--- src/rtl/mcrt_pkg.sv ---
// Package for the multi-channel repeat timer: operation codes, the per-channel
// record kept in channel memory, and the command and status groups that pass
// between controller and datapath. No dependencies.
`default_nettype none

package mcrt_pkg;

	// Operation carried in the input tuser bit.
	typedef enum logic {
		OP_TICK  = 1'b0,
		OP_START = 1'b1
	} op_t;

	localparam int CH_W      = 4;
	localparam int PERIOD_W  = 15;
	localparam int REPEATS_W = 8;

	// A repeat count of this value never runs down.
	localparam logic [REPEATS_W-1:0] FOREVER_COUNT = 8'd255;

	// One channel's record as stored in channel memory.
	typedef struct packed {
		logic                 mode;
		logic [REPEATS_W-1:0] remaining;
		logic [PERIOD_W-1:0]  reload;
		logic [PERIOD_W-1:0]  countdown;
	} chan_word_t;

	// Commands from the controller to the datapath.
	typedef struct packed {
		logic load;       // write a start request into its channel
		logic start_scan; // read channel zero to open a tick scan
		logic run;        // evaluate the channel at the head of the scan
		logic flush;      // hand the held event out as the final one
	} dp_cmd_t;

	// Status from the datapath to the controller.
	typedef struct packed {
		logic scan_done;  // the last channel was evaluated this cycle
		logic flush_done; // no event is held any longer
	} dp_stat_t;

endpackage

`default_nettype wire

--- src/rtl/mcrt_ram.sv ---
// Generic single-write, single-read RAM with a registered, enabled read port.
// No dependencies.
`default_nettype none

module mcrt_ram #(
	parameter int WIDTH = 8,
	parameter int DEPTH = 16
) (
	input  wire logic                                    clk,
	input  wire logic                                    we,
	input  wire logic [(DEPTH > 1 ? $clog2(DEPTH) : 1)-1:0] waddr,
	input  wire logic [WIDTH-1:0]                        wdata,
	input  wire logic                                    re,
	input  wire logic [(DEPTH > 1 ? $clog2(DEPTH) : 1)-1:0] raddr,
	output logic [WIDTH-1:0]                             rdata
);

	logic [WIDTH-1:0] mem_q [DEPTH];
	logic [WIDTH-1:0] rdata_q;

	// Write port.
	always_ff @(posedge clk) begin
		if (we) begin
			mem_q[waddr] <= wdata;
		end
	end

	// Read port; the data holds while the read enable is low.
	always_ff @(posedge clk) begin
		if (re) begin
			rdata_q <= mem_q[raddr];
		end
	end

	assign rdata = rdata_q;

endmodule

`default_nettype wire

--- src/rtl/mcrt_ctrl.sv ---
// Controller for the multi-channel repeat timer: sequences idle, channel scan
// and final-event flush. Depends on mcrt_pkg.
`default_nettype none

module mcrt_ctrl (
	input  wire logic              clk,
	input  wire logic              arst_n,
	input  wire logic              accept,
	input  wire logic              op,
	input  wire mcrt_pkg::dp_stat_t stat,
	output logic                   ready,
	output mcrt_pkg::dp_cmd_t      cmd
);

	import mcrt_pkg::*;

	typedef enum logic [1:0] {
		ST_IDLE,
		ST_SCAN,
		ST_FLUSH
	} state_t;

	state_t state_q;
	logic   ready_q;

	// State and the registered ready output.
	always_ff @(posedge clk or negedge arst_n) begin
		if (!arst_n) begin
			state_q <= ST_IDLE;
			ready_q <= 1'b1;
		end else begin
			case (state_q)
				ST_IDLE: begin
					if (accept && op == OP_TICK) begin
						state_q <= ST_SCAN;
						ready_q <= 1'b0;
					end
				end
				ST_SCAN: begin
					if (stat.scan_done) begin
						state_q <= ST_FLUSH;
					end
				end
				ST_FLUSH: begin
					if (stat.flush_done) begin
						state_q <= ST_IDLE;
						ready_q <= 1'b1;
					end
				end
				default: begin
					state_q <= ST_IDLE;
					ready_q <= 1'b1;
				end
			endcase
		end
	end

	// Commands follow the state and the accepted request.
	always_comb begin
		cmd.load       = accept && op == OP_START;
		cmd.start_scan = accept && op == OP_TICK;
		cmd.run        = state_q == ST_SCAN;
		cmd.flush      = state_q == ST_FLUSH;
	end

	assign ready = ready_q;

endmodule

`default_nettype wire

--- src/rtl/mcrt_dp.sv ---
// Datapath for the multi-channel repeat timer: channel memory, active flags,
// per-channel countdown update, held event and output register.
// Depends on mcrt_pkg and mcrt_ram.
`default_nettype none

module mcrt_dp #(
	parameter int CHANNELS = 16
) (
	input  wire logic                              clk,
	input  wire logic                              arst_n,
	input  wire mcrt_pkg::dp_cmd_t                 cmd,
	output mcrt_pkg::dp_stat_t                     stat,
	input  wire logic [mcrt_pkg::CH_W-1:0]         channel,
	input  wire logic [mcrt_pkg::PERIOD_W-1:0]     period,
	input  wire logic [mcrt_pkg::REPEATS_W-1:0]    repeats,
	input  wire logic                              notify_mode,
	output logic                                   out_valid,
	input  wire logic                              out_ready,
	output logic [mcrt_pkg::CH_W-1:0]              fired_channel,
	output logic                                   fired_mode,
	output logic                                   last
);

	import mcrt_pkg::*;

	localparam int IW = (CHANNELS > 1) ? $clog2(CHANNELS) : 1;

	logic [CHANNELS-1:0] active_q;
	logic [IW-1:0]       eval_idx_q;
	logic                pend_vld_q;
	logic [CH_W-1:0]     pend_ch_q;
	logic                pend_mode_q;
	logic                out_vld_q;
	logic [CH_W-1:0]     out_ch_q;
	logic                out_mode_q;
	logic                out_last_q;

	chan_word_t          rd_word;
	chan_word_t          ev_word;
	chan_word_t          ld_word;
	chan_word_t          wr_word;
	logic [PERIOD_W-1:0] cd_dec;
	logic                ch_active;
	logic                rem_zero;
	logic                fire;
	logic                out_free;
	logic                stall;
	logic                eval_ok;
	logic                is_last;
	logic                in_range;
	logic                out_load;
	logic                we;
	logic [IW-1:0]       waddr;
	logic                re;
	logic [IW-1:0]       raddr;

	// Channel records; the read port is registered, so the record of the scanned
	// channel arrives in the cycle after its read.
	mcrt_ram #(
		.WIDTH ($bits(chan_word_t)),
		.DEPTH (CHANNELS)
	) u_chan_ram (
		.clk   (clk),
		.we    (we),
		.waddr (waddr),
		.wdata (wr_word),
		.re    (re),
		.raddr (raddr),
		.rdata (rd_word)
	);

	// Evaluate the channel at the head of the scan.
	always_comb begin
		ch_active = active_q[eval_idx_q];
		rem_zero  = rd_word.remaining == '0;
		cd_dec    = (rd_word.countdown != '0) ? rd_word.countdown - PERIOD_W'(1) : '0;
		fire      = cmd.run && ch_active && !rem_zero && cd_dec == '0;
		out_free  = !out_vld_q || out_ready;
		stall     = fire && pend_vld_q && !out_free;
		eval_ok   = cmd.run && !stall;
		is_last   = eval_idx_q == IW'(CHANNELS - 1);

		ev_word           = rd_word;
		ev_word.countdown = fire ? rd_word.reload : cd_dec;
		if (fire && rd_word.remaining != FOREVER_COUNT) begin
			ev_word.remaining = rd_word.remaining - REPEATS_W'(1);
		end
	end

	// A start request loads period, repeat count and mode.
	always_comb begin
		in_range          = 32'(channel) < CHANNELS;
		ld_word.mode      = notify_mode;
		ld_word.remaining = repeats;
		ld_word.reload    = period;
		ld_word.countdown = period;
	end

	// Memory port control: loads happen only while idle, write-backs only
	// during the scan.
	always_comb begin
		we      = (cmd.load && in_range) || (eval_ok && ch_active && !rem_zero);
		waddr   = cmd.load ? IW'(channel) : eval_idx_q;
		wr_word = cmd.load ? ld_word : ev_word;
		re      = cmd.start_scan || (eval_ok && !is_last);
		raddr   = cmd.start_scan ? '0 : eval_idx_q + IW'(1);
	end

	always_comb begin
		stat.scan_done  = eval_ok && is_last;
		stat.flush_done = cmd.flush && (!pend_vld_q || out_free);
		out_load        = (fire && !stall && pend_vld_q) ||
		                  (cmd.flush && pend_vld_q && out_free);
	end

	// Control state: active flags, scan position and valid bits.
	always_ff @(posedge clk or negedge arst_n) begin
		if (!arst_n) begin
			active_q   <= '0;
			eval_idx_q <= '0;
			pend_vld_q <= 1'b0;
			out_vld_q  <= 1'b0;
		end else begin
			if (out_load) begin
				out_vld_q <= 1'b1;
			end else if (out_vld_q && out_ready) begin
				out_vld_q <= 1'b0;
			end
			if (cmd.load && in_range) begin
				active_q[IW'(channel)] <= 1'b1;
			end
			if (eval_ok && ch_active && rem_zero) begin
				active_q[eval_idx_q] <= 1'b0;
			end
			if (cmd.start_scan) begin
				eval_idx_q <= '0;
			end else if (eval_ok && !is_last) begin
				eval_idx_q <= eval_idx_q + IW'(1);
			end
			if (fire && !stall) begin
				pend_vld_q <= 1'b1;
			end
			if (cmd.flush && pend_vld_q && out_free) begin
				pend_vld_q <= 1'b0;
			end
		end
	end

	// Event payload: a new event is held until the next one shows it was not
	// the final event of the tick.
	always_ff @(posedge clk) begin
		if (fire && !stall) begin
			pend_ch_q   <= CH_W'(eval_idx_q);
			pend_mode_q <= rd_word.mode;
			if (pend_vld_q) begin
				out_ch_q   <= pend_ch_q;
				out_mode_q <= pend_mode_q;
				out_last_q <= 1'b0;
			end
		end
		if (cmd.flush && pend_vld_q && out_free) begin
			out_ch_q   <= pend_ch_q;
			out_mode_q <= pend_mode_q;
			out_last_q <= 1'b1;
		end
	end

	assign out_valid     = out_vld_q;
	assign fired_channel = out_ch_q;
	assign fired_mode    = out_mode_q;
	assign last          = out_last_q;

endmodule

`default_nettype wire

--- src/rtl/multi_channel_repeat_timer.sv ---
// Multi-channel repeat timer, top level. A start request leaves the input open.
// A tick request scans one channel per cycle; the scan pauses while an event
// waits on a full output register. The first event of a tick leaves once the
// next event or the end of the scan is known. Reset (arst_n, asynchronous) makes
// every channel inactive and empties the output; channel memory is not cleared.
`default_nettype none

module multi_channel_repeat_timer #(
	parameter int CHANNELS = 16
) (
	input  wire logic        clk,
	input  wire logic        arst_n,
	input  wire logic        s_tvalid,
	output logic             s_tready,
	input  wire logic [31:0] s_tdata,  // channel[3:0], period[18:4], repeats[26:19],
	                                   // notify_mode[27], zero[31:28]
	input  wire logic        s_tuser,  // op[0]: 0 tick, 1 start
	output logic             m_tvalid,
	input  wire logic        m_tready,
	output logic [7:0]       m_tdata,  // fired_channel[3:0], fired_mode[4], zero[7:5]
	output logic             m_tlast   // last
);

	import mcrt_pkg::*;

	dp_cmd_t         cmd;
	dp_stat_t        stat;
	logic            accept;
	logic [CH_W-1:0] fired_channel;
	logic            fired_mode;

	assign accept = s_tvalid && s_tready;

	mcrt_ctrl u_ctrl (
		.clk    (clk),
		.arst_n (arst_n),
		.accept (accept),
		.op     (s_tuser),
		.stat   (stat),
		.ready  (s_tready),
		.cmd    (cmd)
	);

	mcrt_dp #(
		.CHANNELS (CHANNELS)
	) u_dp (
		.clk           (clk),
		.arst_n        (arst_n),
		.cmd           (cmd),
		.stat          (stat),
		.channel       (s_tdata[3:0]),
		.period        (s_tdata[18:4]),
		.repeats       (s_tdata[26:19]),
		.notify_mode   (s_tdata[27]),
		.out_valid     (m_tvalid),
		.out_ready     (m_tready),
		.fired_channel (fired_channel),
		.fired_mode    (fired_mode),
		.last          (m_tlast)
	);

	assign m_tdata = {3'b000, fired_mode, fired_channel};

	// A tick closes the input until its scan and flush are over.
	a_tick_closes_input: assert property (@(posedge clk) disable iff (!arst_n)
		s_tvalid && s_tready && s_tuser == OP_TICK |=> !s_tready)
		else $error("input still open after a tick request");

	// A start request leaves the input open.
	a_start_one_cycle: assert property (@(posedge clk) disable iff (!arst_n)
		s_tvalid && s_tready && s_tuser == OP_START |=> s_tready)
		else $error("input closed after a start request");

	// No request is taken while the channels are being scanned.
	a_no_accept_in_scan: assert property (@(posedge clk) disable iff (!arst_n)
		cmd.run || cmd.flush |-> !s_tready)
		else $error("input open during a scan");

endmodule

`default_nettype wire

--- config.mk ---
export PLATFORM = sky130hd
export DESIGN_NAME = multi_channel_repeat_timer
export DESIGN_NICKNAME = d
export VERILOG_FILES = /design/src/rtl/mcrt_pkg.sv /design/src/rtl/mcrt_ram.sv /design/src/rtl/mcrt_ctrl.sv /design/src/rtl/mcrt_dp.sv /design/src/rtl/multi_channel_repeat_timer.sv
export SDC_FILE = /design/constraint.sdc
export NUM_CORES = 1
export LEC_CHECK = 0
export ABC_AREA = 1
export BUFFER_PORTS_ARGS = -buffer_cell sky130_fd_sc_hd__buf_2
export CORE_MARGIN = 3
export CORE_UTILIZATION = 63
export CTS_CLUSTER_DIAMETER = 150
export DETAILED_ROUTE_END_ITERATION = 10
export PLACE_DENSITY = 0.78
export SLEW_MARGIN = 40
export SYNTH_ARGS = -nofsm -noshare
export SYNTH_HDL_FRONTEND = slang
export SYNTH_SLANG_ARGS = --single-unit
--- constraint.sdc ---
create_clock -name clk -period 4.9 [get_ports clk]
set_input_delay 0.735 -clock clk [delete_from_list [all_inputs] [get_ports clk]]
set_output_delay 0.735 -clock clk [all_outputs]
set_load 0.05 [all_outputs]
==> impl_metrics.py, run 1 <==
metrics = {
    "die": {
        "chipWidth_um": 220,
        "start_util": 0.645,
        "dieArea_um2": 48400,
        "io_pins": 48,
        "die_h_um": 220,
        "rows": 77,
        "core_area_um2": 44700,
    },
    "power_and_ir_drop": {
        "sequentialPowerShare": 0.391,
        "ir_drop_uv": 802,
        "p_sw_mw": 8.89,
        "p_int_mw": 13.7,
        "sw_frac_of_total": 0.393,
        "leakage_nw": 11.0,
        "cellPowerDensity_nw_per_um2": 703,
        "comb_power_share": 0.388,
        "p_clk_frac": 0.222,
    },
    "timing": {
        "max_clock_freq_ghz": 0.261,
        "rsz0062_at_grt": "false",
        "drv_slew": 0,
        "skew_ps": 22.1,
        "fin_crit_sh": 0.783,
        "slew_headroom": 0.435,
        "hold_violations": 0,
        "finalSetupViolCount": 0,
        "tns_ps": 0,
        "worst_slew_pin_slew_ps": 848,
        "min_period_ps": 3840,
    },
    "clocking": {
        "numClockSinks": 699,
        "cts_made_buffers": 69,
        "cts_tree": "yes",
        "ctsHoldBuffers": 0,
        "cts-resized-gates": 0,
        "clk_path_buf_depth": 3,
        "root_buffer": "clkbuf_16",
        "htree_levels": 3,
        "clk_pin_slew_ps": 60,
        "postCtsSetupBuffers": 0,
        "clk_latency_ps": 610,
    },
    "placement": {
        "io_buffers": 40,
        "routabilityCongestion": 0.869,
        "dp_cells": 2909,
        "hpwl_um": 36400,
    },
    "worst_setup_path": {
        "path_cells": "inv_1 -> ha_1 -> nand3_1 -> nor2_1 -> nor2_1 -> nand2_1 -> nor2_1 -> nand3_1 -> nor2_4 -> nand3_4 -> nand4_4 -> a21oi_4 -> buf_12",
        "reg2reg_from": "u_dp.u_chan_ram.rdata[30]",
        "startpoint_type": "register",
        "critPathRequiredTime_ps": 5180,
        "path_common_cell": "nor2_1",
        "critPathMaxFanout": 28,
        "endpoint_kind": "register",
        "r2r_slack_ps": 1060,
        "cp.arrival_ps": 4120,
        "critical_path.slowest_cell": "a21oi_4",
        "path_buf_inv": 2,
        "slowest_delay_ps": 760,
        "ff2ff_path_depth": 13,
        "r2r-end": "u_dp.u_chan_ram.mem_q[8][7]",
        "crit_family": "simple AND/OR/NAND/NOR gates",
        "path_class": "reg -> reg",
    },
    "finish": {
        "n_antenna_cell": 0,
        "nets": 2432,
        "stdcell_count": 3027,
        "area_growth_pct": 11.6,
        "drive_gt1_frac": 0.103,
        "seq_area_um2": 20900,
        "layout_commonest_cell": "edfxtp_1",
        "nFillCells": 2885,
        "layout_common_cells": "edfxtp_1, nor2_1, o21ai_0",
        "multiInputGateArea_um2": 7260,
    },
    "grt": {
        "grt_antenna_before_repair": 0,
        "grt_pass1_wl_um": 112000,
        "grt_util_all_layers": 0.310,
        "grt_max_degree": 164,
        "grt_pass1_vias": 19400,
        "grt_overflow": 0,
    },
    "status": {
        "outcome": "finished clean",
    },
    "synth": {
        "synth_area_um2": 28800,
        "synth.avg_cell_area_um2": 12.2,
        "synth-main-ff-cell": "edfxtp_1",
        "synthTopCellsByArea": "edfxtp_1, o21ai_0, nor2_1",
        "netlist.top_cell.by_area": "edfxtp_1",
        "synth-seq-area-share": 0.724,
        "synth-seq-cells": 699,
        "synthCells": 2369,
        "synth_top_area_frac": 0.701,
        "synth_edf_count": 673,
        "async_reset_ff_frac": 0.0358,
        "synth_cell_types": 38,
        "yosysWarningCount": 0,
    },
    "flow_run": {
        "maxCapViolations": 0,
    },
    "worst_hold_path": {
        "holdCritPathClass": "in -> async",
    },
    "routing": {
        "wl_per_cell_um": 24.6,
        "drt-initial-drc-count": 2763,
        "antenna_left": 0,
        "viasPerCell": 6.62,
        "wl_um": 74400,
        "drcViolationCount": 0,
        "vias": 20000,
        "dr.pass1.iters": 6,
    },
}
metrics by stage:
step | utilization | area (um2) | setup slack (ps) | hold WS, ps | power (mW)
after global routing | 0.720 | 32200 | 885 | 175 | 23.7
after global placement | 0.671 | 30000 | 1180 | 402 | 17.0
final | 0.720 | 32200 | 1060 | 151 | 22.6
after detailed placement | 0.672 | 30000 | 1130 | 405 | 17.4
after CTS | 0.719 | 32100 | 1120 | 153 | 22.4
after floorplan | - | 28800 | 531 | 400 | 14.4
layer usage:
metal  wire, um  global-route usage
met5          0                   0
met4       2700               0.130
met3       9100              0.0662
met2      35100               0.488
met1      27600               0.428
cells in the mapped netlist (3+ instances only):
master,number
edfxtp_1,673
nor2_1,418
o21ai_0,395
nand2_1,224
o22ai_1,117
clkbuf_1,116
inv_1,90
a21oi_1,53
o211ai_1,50
o21ai_1,41
o221ai_1,39
nand3_1,33
dfrtp_1,24
buf_2,12
buf_1,11
nand4_1,10
ha_1,7
buf_4,6
nor2_4,6
nor2_2,5
xor2_1,5
buf_6,4
inv_2,4
nand3_2,4
nand2_2,3
kinds of logic (layout without fill, tap and decap cells):
family / count (synthesis) / after routing / synth area share
DFF: 699 / 699 / 0.724
xor gates and xnor gates: 7 / 7 / 0.00213
and+or+nand+nor: 714 / 714 / 0.101
AOI/OAI and AO/OA: 698 / 698 / 0.136
adders and majority gates: 7 / 7 / 0.00304
buffers and inverters: 243 / 307 / 0.0340
other: 1 / 3 / 0.000130
power groups by stage:
stage | sequential, mW | combinational (mW) | clock [mW]
after global placement | 8.91 | 8.09 | 0
after detailed placement | 8.94 | 8.45 | 0
final | 8.83 | 8.76 | 5.01
after floorplan | 8.86 | 5.59 | 0
after global routing | 8.89 | 9.55 | 5.30
after CTS | 8.82 | 8.54 | 5.03
how the worst max path moves through the flow:
stage,endpoint,cells after the start,startpoint,slack (ps)
after floorplan,u_dp.u_chan_ram.mem_q[3][0],9,u_ctrl.ready,530
final,u_dp.u_chan_ram.mem_q[8][7],13,u_dp.u_chan_ram.rdata[30],1060
after CTS,u_dp.u_chan_ram.mem_q[8][35],13,u_dp.u_chan_ram.rdata[30],1120
after global placement,u_dp.u_chan_ram.mem_q[8][18],13,u_dp.u_chan_ram.rdata[30],1180
after detailed placement,u_dp.u_chan_ram.mem_q[8][18],13,u_dp.u_chan_ram.rdata[30],1130
after global routing,u_dp.u_chan_ram.mem_q[8][35],13,u_dp.eval_idx_q[0],890
area by class of cell:
cell class / instances / area share
Clock inverter: 24 / 0.00669
Sequential cell: 699 / 0.648
Timing Repair Buffer: 95 / 0.0260
Clock buffer: 94 / 0.0589
Multi-Input combinational cell: 1429 / 0.226
Tap cell: 592 / 0.0230
Inverter: 94 / 0.0114
sequential cells by signal, indices dropped and copies added (netlist names), 2 cells and up:
| name | flops |
|---|---|
| u_ctrl.state_q | 2 |
| u_dp.pend_ch_q | 4 |
| u_dp.u_chan_ram.mem_q | 624 |
| u_dp.fired_channel | 4 |
| u_dp.u_chan_ram.rdata | 39 |
| u_dp.active_q | 16 |
| u_dp.eval_idx_q | 4 |
No activity file was read; power rests on OpenSTA's default activity.
==> run 2: changes to the inputs <==
==> constraint.sdc (replaced) <==
create_clock -name clk -period 3.54 [get_ports clk]
set_input_delay 0.531 -clock clk [delete_from_list [all_inputs] [get_ports clk]]
set_output_delay 0.531 -clock clk [all_outputs]
set_load 0.05 [all_outputs]
==> impl_metrics.py, run 2 (synthesis gave the netlist of run 1 again) <==
metrics = {
    "timing": {
        "min_period_ps": 3280,
        "worst_slew_pin_slew_ps": 949,
        "hold_violations": 0,
        "tns_ps": 0,
        "setup_slack_ps": 262,
        "finalSetupViolCount": 0,
        "skew_ps": 19.6,
        "rsz0062_at_grt": "false",
        "fin_crit_sh": 0.926,
        "drv_slew": 0,
        "slew_headroom": 0.367,
        "max_clock_freq_ghz": 0.305,
    },
    "die": {
        "chipWidth_um": 220,
        "io_pins": 48,
        "dieArea_um2": 48400,
        "start_util": 0.645,
        "core_area_um2": 44700,
        "die_h_um": 220,
        "rows": 77,
    },
    "clocking": {
        "cts_tree": "yes",
        "root_buffer": "clkbuf_16",
        "clk_path_buf_depth": 3,
        "cts_made_buffers": 70,
        "clk_pin_slew_ps": 60,
        "htree_levels": 3,
        "postCtsSetupBuffers": 0,
        "clk_latency_ps": 620,
        "numClockSinks": 699,
    },
    "finish": {
        "layout_commonest_cell": "edfxtp_1",
        "drive_gt1_frac": 0.116,
        "n_antenna_cell": 0,
        "regMostFlops": "u_dp.u_chan_ram.mem_q",
        "layout_common_cells": "edfxtp_1, nor2_1, o21ai_0",
        "final_core_util": 0.729,
        "nets": 2471,
        "stdcell_count": 3073,
        "area_growth_pct": 13.0,
        "largest_reg_flops": 624,
    },
    "routing": {
        "vias": 20300,
        "wl_um": 73700,
        "drt-initial-drc-count": 2928,
        "drcViolationCount": 0,
        "wl_per_cell_um": 24.0,
        "antenna_left": 0,
        "viasPerCell": 6.60,
        "dr.pass1.iters": 6,
    },
    "grt": {
        "grt_antenna_before_repair": 0,
        "grt_overflow": 0,
        "grt_util_all_layers": 0.307,
        "grt_max_degree": 161,
        "grt_pass1_vias": 19900,
        "grt_pass1_wl_um": 111000,
    },
    "worst_setup_path": {
        "reg2reg_from": "u_dp.u_chan_ram.rdata[0]",
        "path_class": "reg -> reg",
        "cp.arrival_ps": 3520,
        "endpoint_kind": "register",
        "r2r-end": "u_dp.u_chan_ram.mem_q[5][32]",
        "ff2ff_path_depth": 12,
        "critPathRequiredTime_ps": 3790,
        "critPathMaxFanout": 26,
        "r2r_slack_ps": 260,
        "startpoint_type": "register",
    },
    "worst_hold_path": {
        "holdCritPathClass": "in -> reg",
        "hold_path_end": "u_dp.out_valid",
        "worstHoldPathCells": 4,
        "min_from": "m_tready",
    },
    "power_and_ir_drop": {
        "leakage_nw": 11.3,
        "cellPowerDensity_nw_per_um2": 987,
        "ir_drop_uv": 1030,
    },
    "status": {
        "outcome": "finished clean",
    },
    "flow_run": {
        "maxCapViolations": 0,
    },
    "placement": {
        "dp_slack_ps": 318,
        "hpwl_um": 38000,
        "dp_cells": 2946,
        "io_buffers": 40,
        "routabilityCongestion": 0.932,
    },
}
[run 2: cell types whose count changed in the layout (fill, tap and decap cells not counted), moves of 2 or more]
cell	change
clkinv_1	+4
o21ai_2	-8
clkinv_2	+2
o21ai_0	+6
buf_4	+37
buf_12	+3
o21ai_1	+2
bufinv_16	+3
buf_6	-3
clkbuf_1	-4
[run 2: how the worst max path moves through the flow]
stage / from / end / slack, ps / cells after the start
after global placement: u_dp.u_chan_ram.rdata[2] / u_dp.u_chan_ram.mem_q[5][25] / 410 / 15
final: u_dp.u_chan_ram.rdata[0] / u_dp.u_chan_ram.mem_q[5][32] / 260 / 12
after CTS: u_dp.u_chan_ram.rdata[0] / u_dp.u_chan_ram.mem_q[4][19] / 310 / 12
after detailed placement: u_dp.u_chan_ram.rdata[2] / u_dp.u_chan_ram.mem_q[5][23] / 320 / 15
after floorplan: u_ctrl.ready / u_dp.u_chan_ram.mem_q[10][0] / -780 / 7
after global routing: u_dp.u_chan_ram.rdata[2] / u_dp.u_chan_ram.mem_q[5][32] / 20 / 15
[run 2: where the power goes]
| part | internal, mW | switching (mW) |
|---|---|---|
| clock | 4.23 | 3.03 |
| sequential | 11.7 | 0.476 |
| combinational | 3.68 | 9.01 |
[run 2: worst max-delay path, cell delays in order (launching register included)]
cell and delay, ps:
edfxtp_1 360, inv_1 130, ha_1 290, nand3_1 180
o21ai_0 240, nand3_1 210, nand2_1 180, nor2_2 80
nand3_4 140, nand4_4 240, buf_4 270, a21oi_4 140
buf_4 440
[run 2: final cells by class]
cell class,count,area (um2)
clock buffer,90,1890
clock inverter,36,350
fill,2797,12100
inverter,94,363
multi-input combinational,1429,7220
sequential,699,20900
tap,592,741
timing repair buffer,133,1150
[run 2: metal layers]
layer | track usage | routed length (um)
met3 | 0.0608 | 8270
met5 | 0 | 0
met1 | 0.415 | 27700
met4 | 0.137 | 2550
met2 | 0.491 | 35200
[run 2: timing repair]
action / in CTS / in global routing
gates resized for setup: 0 / 0
hold buffers: 1 / 0
endpoints found under the hold margin: 24 / 0
[run 2: stage by stage]
step | power, mW | hold WS (ps) | area, um2
after floorplan | 20.0 | 235 | 28900
after global placement | 24.1 | 401 | 30300
after detailed placement | 24.6 | 407 | 30300
after CTS | 31.9 | 283 | 32600
after global routing | 33.7 | 326 | 32600
final | 32.1 | 307 | 32600
